File: src/rtl/rhle_pkg.sv
package rhle_pkg;

  // Default escape threshold for the timestamp delta.
  localparam int unsigned ESCAPE_LIMIT_DEF = 268435455;

  // Default depth of the command queue between front and back.
  localparam int unsigned QUEUE_DEPTH_DEF = 2;

  // Configuration register indexes.
  localparam int unsigned CFG_IDX_W = 1;
  localparam logic [CFG_IDX_W-1:0] REG_MULTI_STREAM = 1'b0;
  localparam logic [CFG_IDX_W-1:0] REG_START_TIME   = 1'b1;

  // One classified record, handed from the front to the back.
  typedef struct packed {
    logic        escape;
    logic [63:0] delta;
    logic [7:0]  sid;
    logic        multi;
    logic [31:0] cnt;
  } cmd_t;

  // Serializer phases of the back end.
  typedef enum logic [3:0] {
    PH_IDLE = 4'b0001,
    PH_U    = 4'b0010,
    PH_S    = 4'b0100,
    PH_SID  = 4'b1000
  } phase_t;

endpackage

File: src/rtl/rhle_front.sv
module rhle_front #(
  parameter int unsigned ESCAPE_LIMIT = rhle_pkg::ESCAPE_LIMIT_DEF
) (
  input  logic                           clk,
  input  logic                           rst,
  input  logic                           cfg_we,
  input  logic [rhle_pkg::CFG_IDX_W-1:0] cfg_index,
  input  logic [63:0]                    cfg_data,
  input  logic                           push,
  input  logic signed [63:0]             time_ms,
  input  logic [7:0]                     stream_id,
  input  logic                           q_full,
  output logic                           q_wr,
  output rhle_pkg::cmd_t                 q_data
);
  import rhle_pkg::*;

  logic        multi_stream;
  logic [63:0] last_time;
  logic [31:0] record_total;
  logic [63:0] delta;
  logic        accept;

  // Wrapping delta and escape classification.
  assign delta  = time_ms - last_time;
  assign accept = push && !q_full;
  assign q_wr   = accept;

  always_comb begin
    q_data.escape = delta[63] || (delta >= 64'(ESCAPE_LIMIT));
    q_data.delta  = delta;
    q_data.sid    = stream_id;
    q_data.multi  = multi_stream;
    q_data.cnt    = record_total + 32'd1;
  end

  // Configuration registers and per-record state.
  always_ff @(posedge clk) begin
    if (rst) begin
      multi_stream <= 1'b0;
      last_time    <= '0;
      record_total <= '0;
    end else begin
      if (accept) begin
        last_time    <= time_ms;
        record_total <= record_total + 32'd1;
      end
      if (cfg_we) begin
        unique case (cfg_index)
          REG_MULTI_STREAM: multi_stream <= cfg_data[0];
          REG_START_TIME: begin
            last_time    <= cfg_data;
            record_total <= '0;
          end
          default: ;
        endcase
      end
    end
  end

  a_last_time: assert property (@(posedge clk) disable iff (rst)
    accept && !cfg_we |=> last_time == $past(time_ms))
    else $error("last timestamp not taken from accepted item");

  a_count: assert property (@(posedge clk) disable iff (rst)
    accept && !cfg_we |=> record_total == $past(record_total) + 32'd1)
    else $error("record count did not advance");

endmodule

File: src/rtl/rhle_queue.sv
module rhle_queue #(
  parameter int unsigned DEPTH = rhle_pkg::QUEUE_DEPTH_DEF
) (
  input  logic           clk,
  input  logic           rst,
  input  logic           wr,
  input  rhle_pkg::cmd_t wr_data,
  output logic           full,
  input  logic           rd,
  output rhle_pkg::cmd_t rd_data,
  output logic           q_empty
);
  import rhle_pkg::*;

  localparam int unsigned PW = $clog2(DEPTH);
  localparam int unsigned CW = $clog2(DEPTH + 1);

  cmd_t          mem [DEPTH];
  logic [PW-1:0] wr_ptr;
  logic [PW-1:0] rd_ptr;
  logic [CW-1:0] count;

  assign full    = (count == CW'(DEPTH));
  assign q_empty = (count == '0);
  assign rd_data = mem[rd_ptr];

  // Entry storage.
  always_ff @(posedge clk) begin
    if (wr) begin
      mem[wr_ptr] <= wr_data;
    end
  end

  // Pointers and fill count.
  always_ff @(posedge clk) begin
    if (rst) begin
      wr_ptr <= '0;
      rd_ptr <= '0;
      count  <= '0;
    end else begin
      if (wr) begin
        wr_ptr <= (wr_ptr == PW'(DEPTH - 1)) ? '0 : wr_ptr + PW'(1);
      end
      if (rd) begin
        rd_ptr <= (rd_ptr == PW'(DEPTH - 1)) ? '0 : rd_ptr + PW'(1);
      end
      if (wr && !rd) begin
        count <= count + CW'(1);
      end else if (rd && !wr) begin
        count <= count - CW'(1);
      end
    end
  end

  a_no_overflow: assert property (@(posedge clk) disable iff (rst)
    !(wr && full))
    else $error("write into full queue");

  a_no_underflow: assert property (@(posedge clk) disable iff (rst)
    !(rd && q_empty))
    else $error("read from empty queue");

  a_fill: assert property (@(posedge clk) disable iff (rst)
    wr && !rd |=> count == $past(count) + CW'(1))
    else $error("fill count did not follow a write");

endmodule

File: src/rtl/rhle_back.sv
module rhle_back #(
  parameter int unsigned ESCAPE_LIMIT = rhle_pkg::ESCAPE_LIMIT_DEF
) (
  input  logic           clk,
  input  logic           rst,
  input  logic           q_empty,
  input  rhle_pkg::cmd_t q_data,
  output logic           q_rd,
  output logic           empty,
  input  logic           pop,
  output logic [7:0]     out_byte,
  output logic           last_byte,
  output logic [31:0]    records_written
);
  import rhle_pkg::*;

  // Unsigned part holds either the escape value or a small delta.
  localparam int unsigned UW = $clog2(ESCAPE_LIMIT + 1) + 1;

  phase_t        phase;
  phase_t        phase_next;
  logic          escape;
  logic          multi;
  logic [7:0]    sid;
  logic [31:0]   cnt;
  logic [UW-1:0] u;
  logic [63:0]   s;
  logic [63:0]   s_shift;
  logic          u_more;
  logic          s_done;
  logic          out_valid;
  logic          adv;
  logic          emit;
  logic          item_done;
  logic [7:0]    cur_byte;

  assign empty   = !out_valid;
  assign adv     = !out_valid || pop;
  assign u_more  = |u[UW-1:7];
  assign s_shift = {{7{s[63]}}, s[63:7]};
  assign s_done  = ((s_shift == '0) && !s[6]) || ((s_shift == '1) && s[6]);
  assign q_rd    = adv && ((phase == PH_IDLE) || item_done) && !q_empty;

  // Byte selection and phase sequencing for the item in flight.
  always_comb begin
    emit       = 1'b1;
    item_done  = 1'b0;
    cur_byte   = '0;
    phase_next = phase;
    unique case (phase)
      PH_U: begin
        cur_byte = {u_more, u[6:0]};
        if (!u_more) begin
          if (escape) begin
            phase_next = PH_S;
          end else if (multi) begin
            phase_next = PH_SID;
          end else begin
            item_done = 1'b1;
          end
        end
      end
      PH_S: begin
        cur_byte = {!s_done, s[6:0]};
        if (s_done) begin
          if (multi) begin
            phase_next = PH_SID;
          end else begin
            item_done = 1'b1;
          end
        end
      end
      PH_SID: begin
        cur_byte  = sid;
        item_done = 1'b1;
      end
      default: begin
        emit = 1'b0;
      end
    endcase
  end

  // Output register.
  always_ff @(posedge clk) begin
    if (rst) begin
      out_valid <= 1'b0;
    end else if (adv) begin
      out_valid <= emit;
    end
  end

  always_ff @(posedge clk) begin
    if (adv && emit) begin
      out_byte        <= cur_byte;
      last_byte       <= item_done;
      records_written <= cnt;
    end
  end

  // Serializer state: shift on each byte, load the next item when idle or at the end of one.
  always_ff @(posedge clk) begin
    if (rst) begin
      phase <= PH_IDLE;
    end else if (adv) begin
      if (q_rd) begin
        phase <= PH_U;
      end else if (item_done) begin
        phase <= PH_IDLE;
      end else begin
        phase <= phase_next;
      end
    end
  end

  always_ff @(posedge clk) begin
    if (adv) begin
      if (q_rd) begin
        escape <= q_data.escape;
        multi  <= q_data.multi;
        sid    <= q_data.sid;
        cnt    <= q_data.cnt;
        u      <= q_data.escape ? UW'(ESCAPE_LIMIT) : q_data.delta[UW-1:0];
        s      <= q_data.delta;
      end else begin
        if (phase == PH_U) begin
          u <= u >> 7;
        end
        if (phase == PH_S) begin
          s <= s_shift;
        end
      end
    end
  end

  a_read_valid: assert property (@(posedge clk) disable iff (rst)
    q_rd |-> !q_empty)
    else $error("command taken from empty queue");

  a_sid_multi: assert property (@(posedge clk) disable iff (rst)
    phase == PH_SID |-> multi)
    else $error("stream byte outside multi-stream mode");

  a_s_escape: assert property (@(posedge clk) disable iff (rst)
    phase == PH_S |-> escape)
    else $error("signed delta without escape");

endmodule

File: src/rtl/record_header_delta_leb128_encoder.sv
// An accepted item is written into the command queue, then loaded into the
// serializer, and its first header byte then goes to the output register.
// Throughput: one header byte per cycle while pop keeps the output drained;
// a header has 1 to 15 bytes, and a queued item follows with no gap.
// Reset (rst, synchronous): queue and output empty, multi-stream off, last
// timestamp and record count zero.
module record_header_delta_leb128_encoder #(
  parameter int unsigned ESCAPE_LIMIT = rhle_pkg::ESCAPE_LIMIT_DEF,
  parameter int unsigned QUEUE_DEPTH  = rhle_pkg::QUEUE_DEPTH_DEF
) (
  input  logic                           clk,
  input  logic                           rst,
  input  logic                           cfg_we,
  input  logic [rhle_pkg::CFG_IDX_W-1:0] cfg_index,
  input  logic [63:0]                    cfg_data,
  input  logic                           push,
  output logic                           full,
  input  logic signed [63:0]             time_ms,
  input  logic [7:0]                     stream_id,
  output logic                           empty,
  input  logic                           pop,
  output logic [7:0]                     out_byte,
  output logic                           last_byte,
  output logic [31:0]                    records_written
);
  import rhle_pkg::*;

  logic q_wr;
  logic q_rd;
  logic q_full;
  logic q_empty;
  cmd_t q_wr_data;
  cmd_t q_rd_data;

  assign full = q_full;

  // Front: delta, classification and record state.
  rhle_front #(
    .ESCAPE_LIMIT(ESCAPE_LIMIT)
  ) u_front (
    .clk       (clk),
    .rst       (rst),
    .cfg_we    (cfg_we),
    .cfg_index (cfg_index),
    .cfg_data  (cfg_data),
    .push      (push),
    .time_ms   (time_ms),
    .stream_id (stream_id),
    .q_full    (q_full),
    .q_wr      (q_wr),
    .q_data    (q_wr_data)
  );

  // Command queue between the two halves.
  rhle_queue #(
    .DEPTH(QUEUE_DEPTH)
  ) u_queue (
    .clk     (clk),
    .rst     (rst),
    .wr      (q_wr),
    .wr_data (q_wr_data),
    .full    (q_full),
    .rd      (q_rd),
    .rd_data (q_rd_data),
    .q_empty (q_empty)
  );

  // Back: byte serializer and output register.
  rhle_back #(
    .ESCAPE_LIMIT(ESCAPE_LIMIT)
  ) u_back (
    .clk             (clk),
    .rst             (rst),
    .q_empty         (q_empty),
    .q_data          (q_rd_data),
    .q_rd            (q_rd),
    .empty           (empty),
    .pop             (pop),
    .out_byte        (out_byte),
    .last_byte       (last_byte),
    .records_written (records_written)
  );

endmodule

File: config.mk
export PLATFORM = sky130hd
export DESIGN_NAME = record_header_delta_leb128_encoder
export DESIGN_NICKNAME = d
export VERILOG_FILES = /design/src/rtl/rhle_pkg.sv /design/src/rtl/rhle_front.sv /design/src/rtl/rhle_queue.sv /design/src/rtl/rhle_back.sv /design/src/rtl/record_header_delta_leb128_encoder.sv
export SDC_FILE = /design/constraint.sdc
export NUM_CORES = 1
export LEC_CHECK = 0
export BUFFER_PORTS_ARGS = -buffer_cell sky130_fd_sc_hd__buf_2
export CORE_MARGIN = 2
export CORE_UTILIZATION = 55
export DETAILED_ROUTE_END_ITERATION = 10
export GPL_TIMING_DRIVEN = 1
export PLACE_DENSITY = 0.84
export SYNTH_ARGS = -nofsm -noshare
export SYNTH_HDL_FRONTEND = slang
export SYNTH_HIERARCHICAL = 1
export SYNTH_SLANG_ARGS = --single-unit
File: constraint.sdc
create_clock -name clk -period 9.37 [get_ports clk]
set_input_delay 1.874 -clock clk [delete_from_list [all_inputs] [get_ports clk]]
set_output_delay 1.874 -clock clk [all_outputs]
set_load 0.02 [all_outputs]
Word level (Yosys, flattened, before mapping)
Memory sizes are Yosys's and may differ from the RTL's. A register that Yosys moved wholly into a read port is not among the register bits.
Cells that the tools add are included.
{ "totals": {"register_bits": 282, "memories": 1, "elab_cells": 100, "inputBits": 142, "output_inout_bits": 43, "mem_bits_rw": 212} }
{ "op_classes": {"n_eq_ne": 8, "magnitude_cmp": 1, "addsub": 6, "bitwise": 1, "n_reduce_logical": 32, "mux": 33} }
{ "mem_list": {"columns": ["memory", "words", "width", "read_ports", "rd_ports_with_merged_regs", "wr", "line", "text"], "rows": [
  ["u_queue.mem", 2, 106, 1, 1, 1, "rhle_queue.sv:18", "cmd_t mem [DEPTH];"]
]} }
{ "ops": {"columns": ["cell", "n"], "rows": [
  ["two-way mux 64 bit", 4],
  ["two-way mux 32 bit", 3],
  ["two-way mux 29 bit", 3],
  ["equality test 64 bit (second input constant)", 1],
  [">= comparator 64 x 28 -> 1 bit (second input constant)", 1],
  ["zero test 64 bit", 1],
  ["subtractor 64 bit", 1],
  ["two-way mux 63 bit", 1],
  ["adder 32 x 1 -> 32 bit (second input constant)", 1],
  ["two-way mux 4 bit", 6],
  ["one-hot mux 8 bit (3 select lines)", 1],
  ["OR reduction 22 bit", 1],
  ["two-way mux 1 bit", 11],
  ["logical AND 1 bit", 8],
  ["one-hot mux 4 bit (2 select lines)", 1],
  ["AND reduction 2 bit", 4],
  ["zero test 1 bit", 7],
  ["nonzero test 2 bit", 3],
  ["equality test 4 x 1 -> 1 bit (second input constant)", 1],
  ["equality test 4 x 2 -> 1 bit (second input constant)", 1],
  ["equality test 4 x 3 -> 1 bit (second input constant)", 1],
  ["equality test 4 bit (second input constant)", 1],
  ["logical OR 1 bit", 4],
  ["two-way mux 2 bit", 2],
  ["12 further kinds", 13]
]} }

Depth between registers and ports, before layout
{ "logic_depth": {"ltp_word": 11, "depth_mapped": 15, "mapped_depth_nobuf": 15} }

Cells and area by module
Netlist, hierarchy kept.
{ "by_module_without_submodules": {"columns": ["mod", "area_each_um2", "cells_each", "seq_area_each_um2", "instances"], "rows": [
  ["rhle_front", 8962.3, 1300, 1941.9, 1],
  ["rhle_queue", 8012.7, 352, 6466.2, 1],
  ["rhle_back", 7429.6, 461, 5385.2, 1]
]} }

Worst setup path before layout
Ideal clock, no wire load.
{ "synth_path": {"path_type": "input-to-reg", "startpoint": "input push", "endpoint": "memory u_queue/mem[0][0] (netlist name) (enable)", "required_time_ns": 8.785, "path_buffers": 3, "setup_ns": 0.585, "slack_ns": 1.204, "cell_stages": 6, "t_arrival_ns": 7.582, "cell_sequence": "nand2b_1 -> clkbuf_1 -> inv_2 -> clkbuf_1 -> clkbuf_1 -> nor2b_1"} }
{ "synth_between": {"elab_chain_cells": 3} }
{ "synth_lines": {"columns": ["item", "line", "text"], "rows": [
  ["start, declared", "record_header_delta_leb128_encoder.sv:16", "input logic push,"],
  ["logical AND 1 bit", "rhle_front.sv:26", "assign accept = push && !q_full;"],
  ["via q_wr", "record_header_delta_leb128_encoder.sv:28", "logic q_wr;"],
  ["two-way mux 1 bit", "rhle_queue.sv:29", "if (wr) begin"],
  ["two-way mux 1 bit (implied by the code)", "rhle_queue.sv:30", "mem[wr_ptr] <= wr_data;"],
  ["end, declared", "rhle_queue.sv:18", null]
]} }
The timed path passes the listed nets, and every way through them passes these cells.

==> flow_results.org <==
** Run status
- Status :: finished clean

** Power
- Switching Share :: 31.0%
- Part of the power in combinational logic :: 26.0%
- The clock network accounts for 27.4% of the total power.
- In this run the power density over the cells is 273 nW/um2.
- Pleak :: 10.1 nW
- The analysis attributes to net switching a power of 2.31 mW.
- Maximum VDD drop :: 0.000162 V
- Cell internal power was estimated by the tool at 5.15 mW.
- Share of total power in sequential cells :: 46.6%

** Logic synthesis
- Seq cells post-synth :: 495
- Largest cells by area after synthesis :: sky130_fd_sc_hd__edfxtp_1 48%, sky130_fd_sc_hd__dfxtp_1 8.8%, sky130_fd_sc_hd__a21oi_1 3.3%
- Synthesis instantiated 84 different standard cells from the library.
- Main combinational cell family by area after synthesis :: simple AND/OR/NAND/NOR gates
- Post-synthesis mux area share :: 9.69%
- Counting instances in the post-synthesis netlist gives the leading cell types as 388 x sky130_fd_sc_hd__edfxtp_1, 200 x sky130_fd_sc_hd__nor2_1, 165 x sky130_fd_sc_hd__nand2_1.
- Synthesis produced a netlist whose cell count is 2,113.
- During synthesis, Yosys emitted a total of 6 warnings.
- Summing the areas of all xor and xnor instances in the mapped netlist gives 4.23% of the synthesized area.
- Adder and majority gate portion of the synthesized area :: 3.41%
- Yosys mapped a number of flops with a built-in enable equal to 388.
- The cell area that synthesis handed to floorplanning was 24,400 um2.
- Post-Synthesis Net Count :: 2,321
- Cell taking the most area after synthesis :: sky130_fd_sc_hd__edfxtp_1
- The share of synthesized area in the top cell type comes to 47.7%.
- Synthesized-area fraction occupied by ao, oa, aoi and oai cells :: 10.6%
- Of all flip-flops after synthesis, the portion carrying an async set or reset was 0%.
- For this run, the leading register cell type out of synthesis is sky130_fd_sc_hd__edfxtp_1.
- Avg Inst Size Synth :: 11.5 um2
- Post-synthesis share of cell area spent on and, or, nand and nor gates :: 11.3%
- The share of the Yosys chip area taken by registers is 56.5%.
- Leading cell type by number of instances after synthesis :: sky130_fd_sc_hd__edfxtp_1

** Clock network
- Level count of the clock H-tree :: 2
- Clock-pin slew was measured on the worst setup and hold paths at 0.06 ns.
- Clock latency at the later pin of the worst-skew pair :: 0.61 ns
- CTS tree :: built
- Number of setup buffers added after CTS :: 0
- Number of buffers on the longest clock path :: 3
- Hold repair after CTS inserted 0 buffers.
- Number of CTS-inserted buffers :: 50
- Clock tree root driver cell :: sky130_fd_sc_hd__clkbuf_16
- Resize count post-CTS :: 0
- Number of clock sinks :: 495

** Route
- Final wirelength :: 52,200 um
- Summing over every cut layer, the via total after detailed routing is 16,667.
- DRC viols :: 0
- Router iterations before antenna repair :: 5
- Number of vias per cell after detailed routing :: 5.78
- After the first detailed-routing iteration, the DRC count stood at 1,032.
- Detail Route Antenna Nets :: 0
- Wire per inst :: 18.1 um

** Global route
- The via count of the first global-routing pass was 16,538.
- Global routing finished with a remaining overflow of 0.
- Overall track demand over capacity in global routing :: 22.5%
- First-pass GRT wire length :: 84,800 um
- Initial antenna violation count :: 0
- Pin count of the biggest net entering global routing :: 94

** Floorplan
- In this run the horizontal extent of the chip is 215 um.
- Io pins :: 185
- The floorplan has 77 rows.
- Core region area :: 44,000 um2
- Die outline area :: 46,100 um2
- Initial core utilization :: 55.4%
- The floorplan step set the die height to 215 um.

** STA
- The number of slew-limit violations in the final report was 0.
- Clk_skew :: 0.0220 ns
- Worst-margin pin slew :: 1.11 ns
- In the final timing run, aggregate negative setup slack is 0 ns.
- Across all hold checks on the routed design, the worst slack comes to 0.408 ns.
- Setup repair after global routing missed its margin :: false
- Setup violations remaining at the end of the flow were counted as 0.
- Tcrit/Tclk final :: 60.4%
- Worst slew margin relative to its limit :: 25.8%
- Shortest period the worst path allows :: 5.66 ns
- Endpoints failing hold :: 0
- Static timing analysis puts the maximum clock frequency at 177 MHz.

** Hold path
- Tightest Hold Check Type :: reg -> reg

** Layout
- Fill cells in the final layout number 3,375.
- 0 antenna diodes ended up in the layout.
- Synthesis-to-layout area growth :: 12.0%
- Cells with a size suffix above 1 make up 18.0% of the layout.
- After the last flow step, the layout net total stands at 2,460.

** Setup path
- Worst stage delay on the critical path :: 0.52 ns
- Type of element launching the critical path :: input pin
- Crit-path max FO :: 6
- Critical-path cell list :: buf_2 > inv_1 > ha_1 > inv_1 > fa_1 > a21o_1 > a221oi_2 > or4_4 > a211oi_4 > nor3_4 > o41ai_4 > a221oi_2 > mux2i_1 > nor4_1 > nand4b_1 > or4_1
- Worst setup path class :: in -> reg
- CP endpoint kind :: register
- Data on the critical path arrives at its endpoint at 6.00 ns.
- For the worst setup path, the data required time is 9.71 ns.
- On the critical path, the stage with the largest delay is an instance of sky130_fd_sc_hd__or4_1.

** Placed design
- Routability-driven placement congestion ratio :: 0.891
- The wire-length estimate of the detail-placed layout is 36,800 um.
- Input/output buffers :: 184

** Flow run
- Max-cap violations in this run came to 0.
[metrics by stage]
stage / util, % / area (um2) / worst slack [ns] / power (mW) / instances
after floorplan: - / 24400 / 1.20 / 4.95 / 2113
after global placement: 58.2 / 25600 / 3.48 / 5.34 / 2792
after global routing: 62.1 / 27300 / 3.52 / 7.83 / 2884
after detailed placement: 58.2 / 25600 / 3.28 / 5.43 / 2792
after CTS: 62.1 / 27300 / 3.77 / 7.51 / 2884
final: 62.1 / 27300 / 3.71 / 7.46 / 2884
[registers in the layout, summed over array words and instances, names as in the netlist, named ones only]
name and count:
u_queue/mem 212, u_back/s 64, u_front/last_time 64, u_back/cnt 32, u_back/records_written 32, u_front/record_total 32, u_back/u 29, u_back/out_byte 8
u_back/sid 8, u_back/phase 4, u_queue/count 2, u_back/escape 1, u_back/last_byte 1, u_back/multi 1, u_back/out_valid 1, u_front/multi_stream 1
u_queue/rd_ptr 1, u_queue/wr_ptr 1
[power by group through the flow]
stage                     sequential, mW  clock (mW)  combinational, mW
after floorplan                     3.47           0               1.49
after global placement              3.48           0               1.86
after detailed placement            3.51           0               1.92
after CTS                           3.48        2.09               1.94
after global routing                3.53        2.18               2.12
final                               3.48        2.04               1.94
[final timing paths]
path / startpoint / endpoint / slack [ns] / cells after the start
setup / recovery: time_ms[0] / u_queue/mem[0][105] / 3.71 / 16
setup reg to reg: u_front/last_time[0] / u_queue/mem[0][105] / 4.79 / 14
hold / removal: u_back/cnt[30] / u_back/records_written[30] / 0.41 / 0
hold reg to reg: u_back/cnt[30] / u_back/records_written[30] / 0.41 / 0
[kinds of logic after synthesis]
group                    Yosys count
multiplexers                     200
XOR/XNOR                         118
flip-flops                       495
buffers and inverters            233
AO/OA/AOI/OAI                    423
adder cells (fa/ha/maj)           66
AND/OR/NAND/NOR                  578
[layer usage]
layer / track usage [%] / part of all wire, %
met2: 38.4 / 49
met4: 7.34 / 2.8
met3: 3.26 / 5.1
met5: 0 / 0
met1: 29.8 / 43
[layout by cell type, fill, tap and decap left out, types with 7 or more instances in the layout]
| cell | instances |
|---|---|
| sky130_fd_sc_hd__buf_2 | 184 |
| sky130_fd_sc_hd__o21bai_1 | 12 |
| sky130_fd_sc_hd__mux2i_1 | 29 |
| sky130_fd_sc_hd__inv_1 | 122 |
| sky130_fd_sc_hd__a222oi_1 | 7 |
| sky130_fd_sc_hd__and3_1 | 11 |
| sky130_fd_sc_hd__edfxtp_1 | 388 |
| sky130_fd_sc_hd__nand2b_1 | 9 |
| sky130_fd_sc_hd__and4_1 | 14 |
| sky130_fd_sc_hd__o21a_1 | 9 |
| sky130_fd_sc_hd__ha_1 | 65 |
| sky130_fd_sc_hd__nor2_1 | 198 |
| sky130_fd_sc_hd__nand4_1 | 43 |
| sky130_fd_sc_hd__and2_1 | 7 |
| sky130_fd_sc_hd__clkbuf_16 | 50 |
| sky130_fd_sc_hd__o21ai_1 | 13 |
| sky130_fd_sc_hd__a21o_1 | 18 |
| sky130_fd_sc_hd__nor2b_1 | 7 |
| sky130_fd_sc_hd__xnor2_1 | 56 |
| sky130_fd_sc_hd__o21ai_0 | 118 |
| sky130_fd_sc_hd__or3_1 | 15 |
| sky130_fd_sc_hd__nand3_1 | 28 |
| sky130_fd_sc_hd__mux2_1 | 63 |
| sky130_fd_sc_hd__dfxtp_1 | 106 |
| sky130_fd_sc_hd__nor3_1 | 19 |
| sky130_fd_sc_hd__a21oi_1 | 163 |
| sky130_fd_sc_hd__xor2_1 | 62 |
| sky130_fd_sc_hd__nand2_1 | 165 |
| sky130_fd_sc_hd__or4_1 | 7 |
| sky130_fd_sc_hd__clkbuf_1 | 10 |
| sky130_fd_sc_hd__o31ai_1 | 7 |
| sky130_fd_sc_hd__mux2_2 | 68 |
| sky130_fd_sc_hd__nor4_1 | 30 |
| sky130_fd_sc_hd__bufinv_16 | 7 |
| sky130_fd_sc_hd__mux2_4 | 40 |
| sky130_fd_sc_hd__buf_4 | 12 |
| sky130_fd_sc_hd__a31oi_1 | 11 |
| sky130_fd_sc_hd__clkinvlp_4 | 7 |
[area by class of cell]
cell class                 count  area (um2)  share of cell area, %
tap                          592         741                   2.71
clock inverter                31         403                   1.47
clock buffer                  61        1300                   4.77
multi-input combinational   1385        9610                   35.2
sequential                   495       13800                   50.5
timing repair buffer         196        1010                   3.70
inverter                     124         468                   1.71
[critical path: cells and delay by family]
family / cells / cell delay (ns)
multiplexers: 1 / 0.16
AO/OA/AOI/OAI: 5 / 1.34
buffers and inverters: 3 / 0.24
adder cells (fa/ha/maj): 2 / 0.62
AND/OR/NAND/NOR: 5 / 1.74
Power figures use the tool's default switching activity.
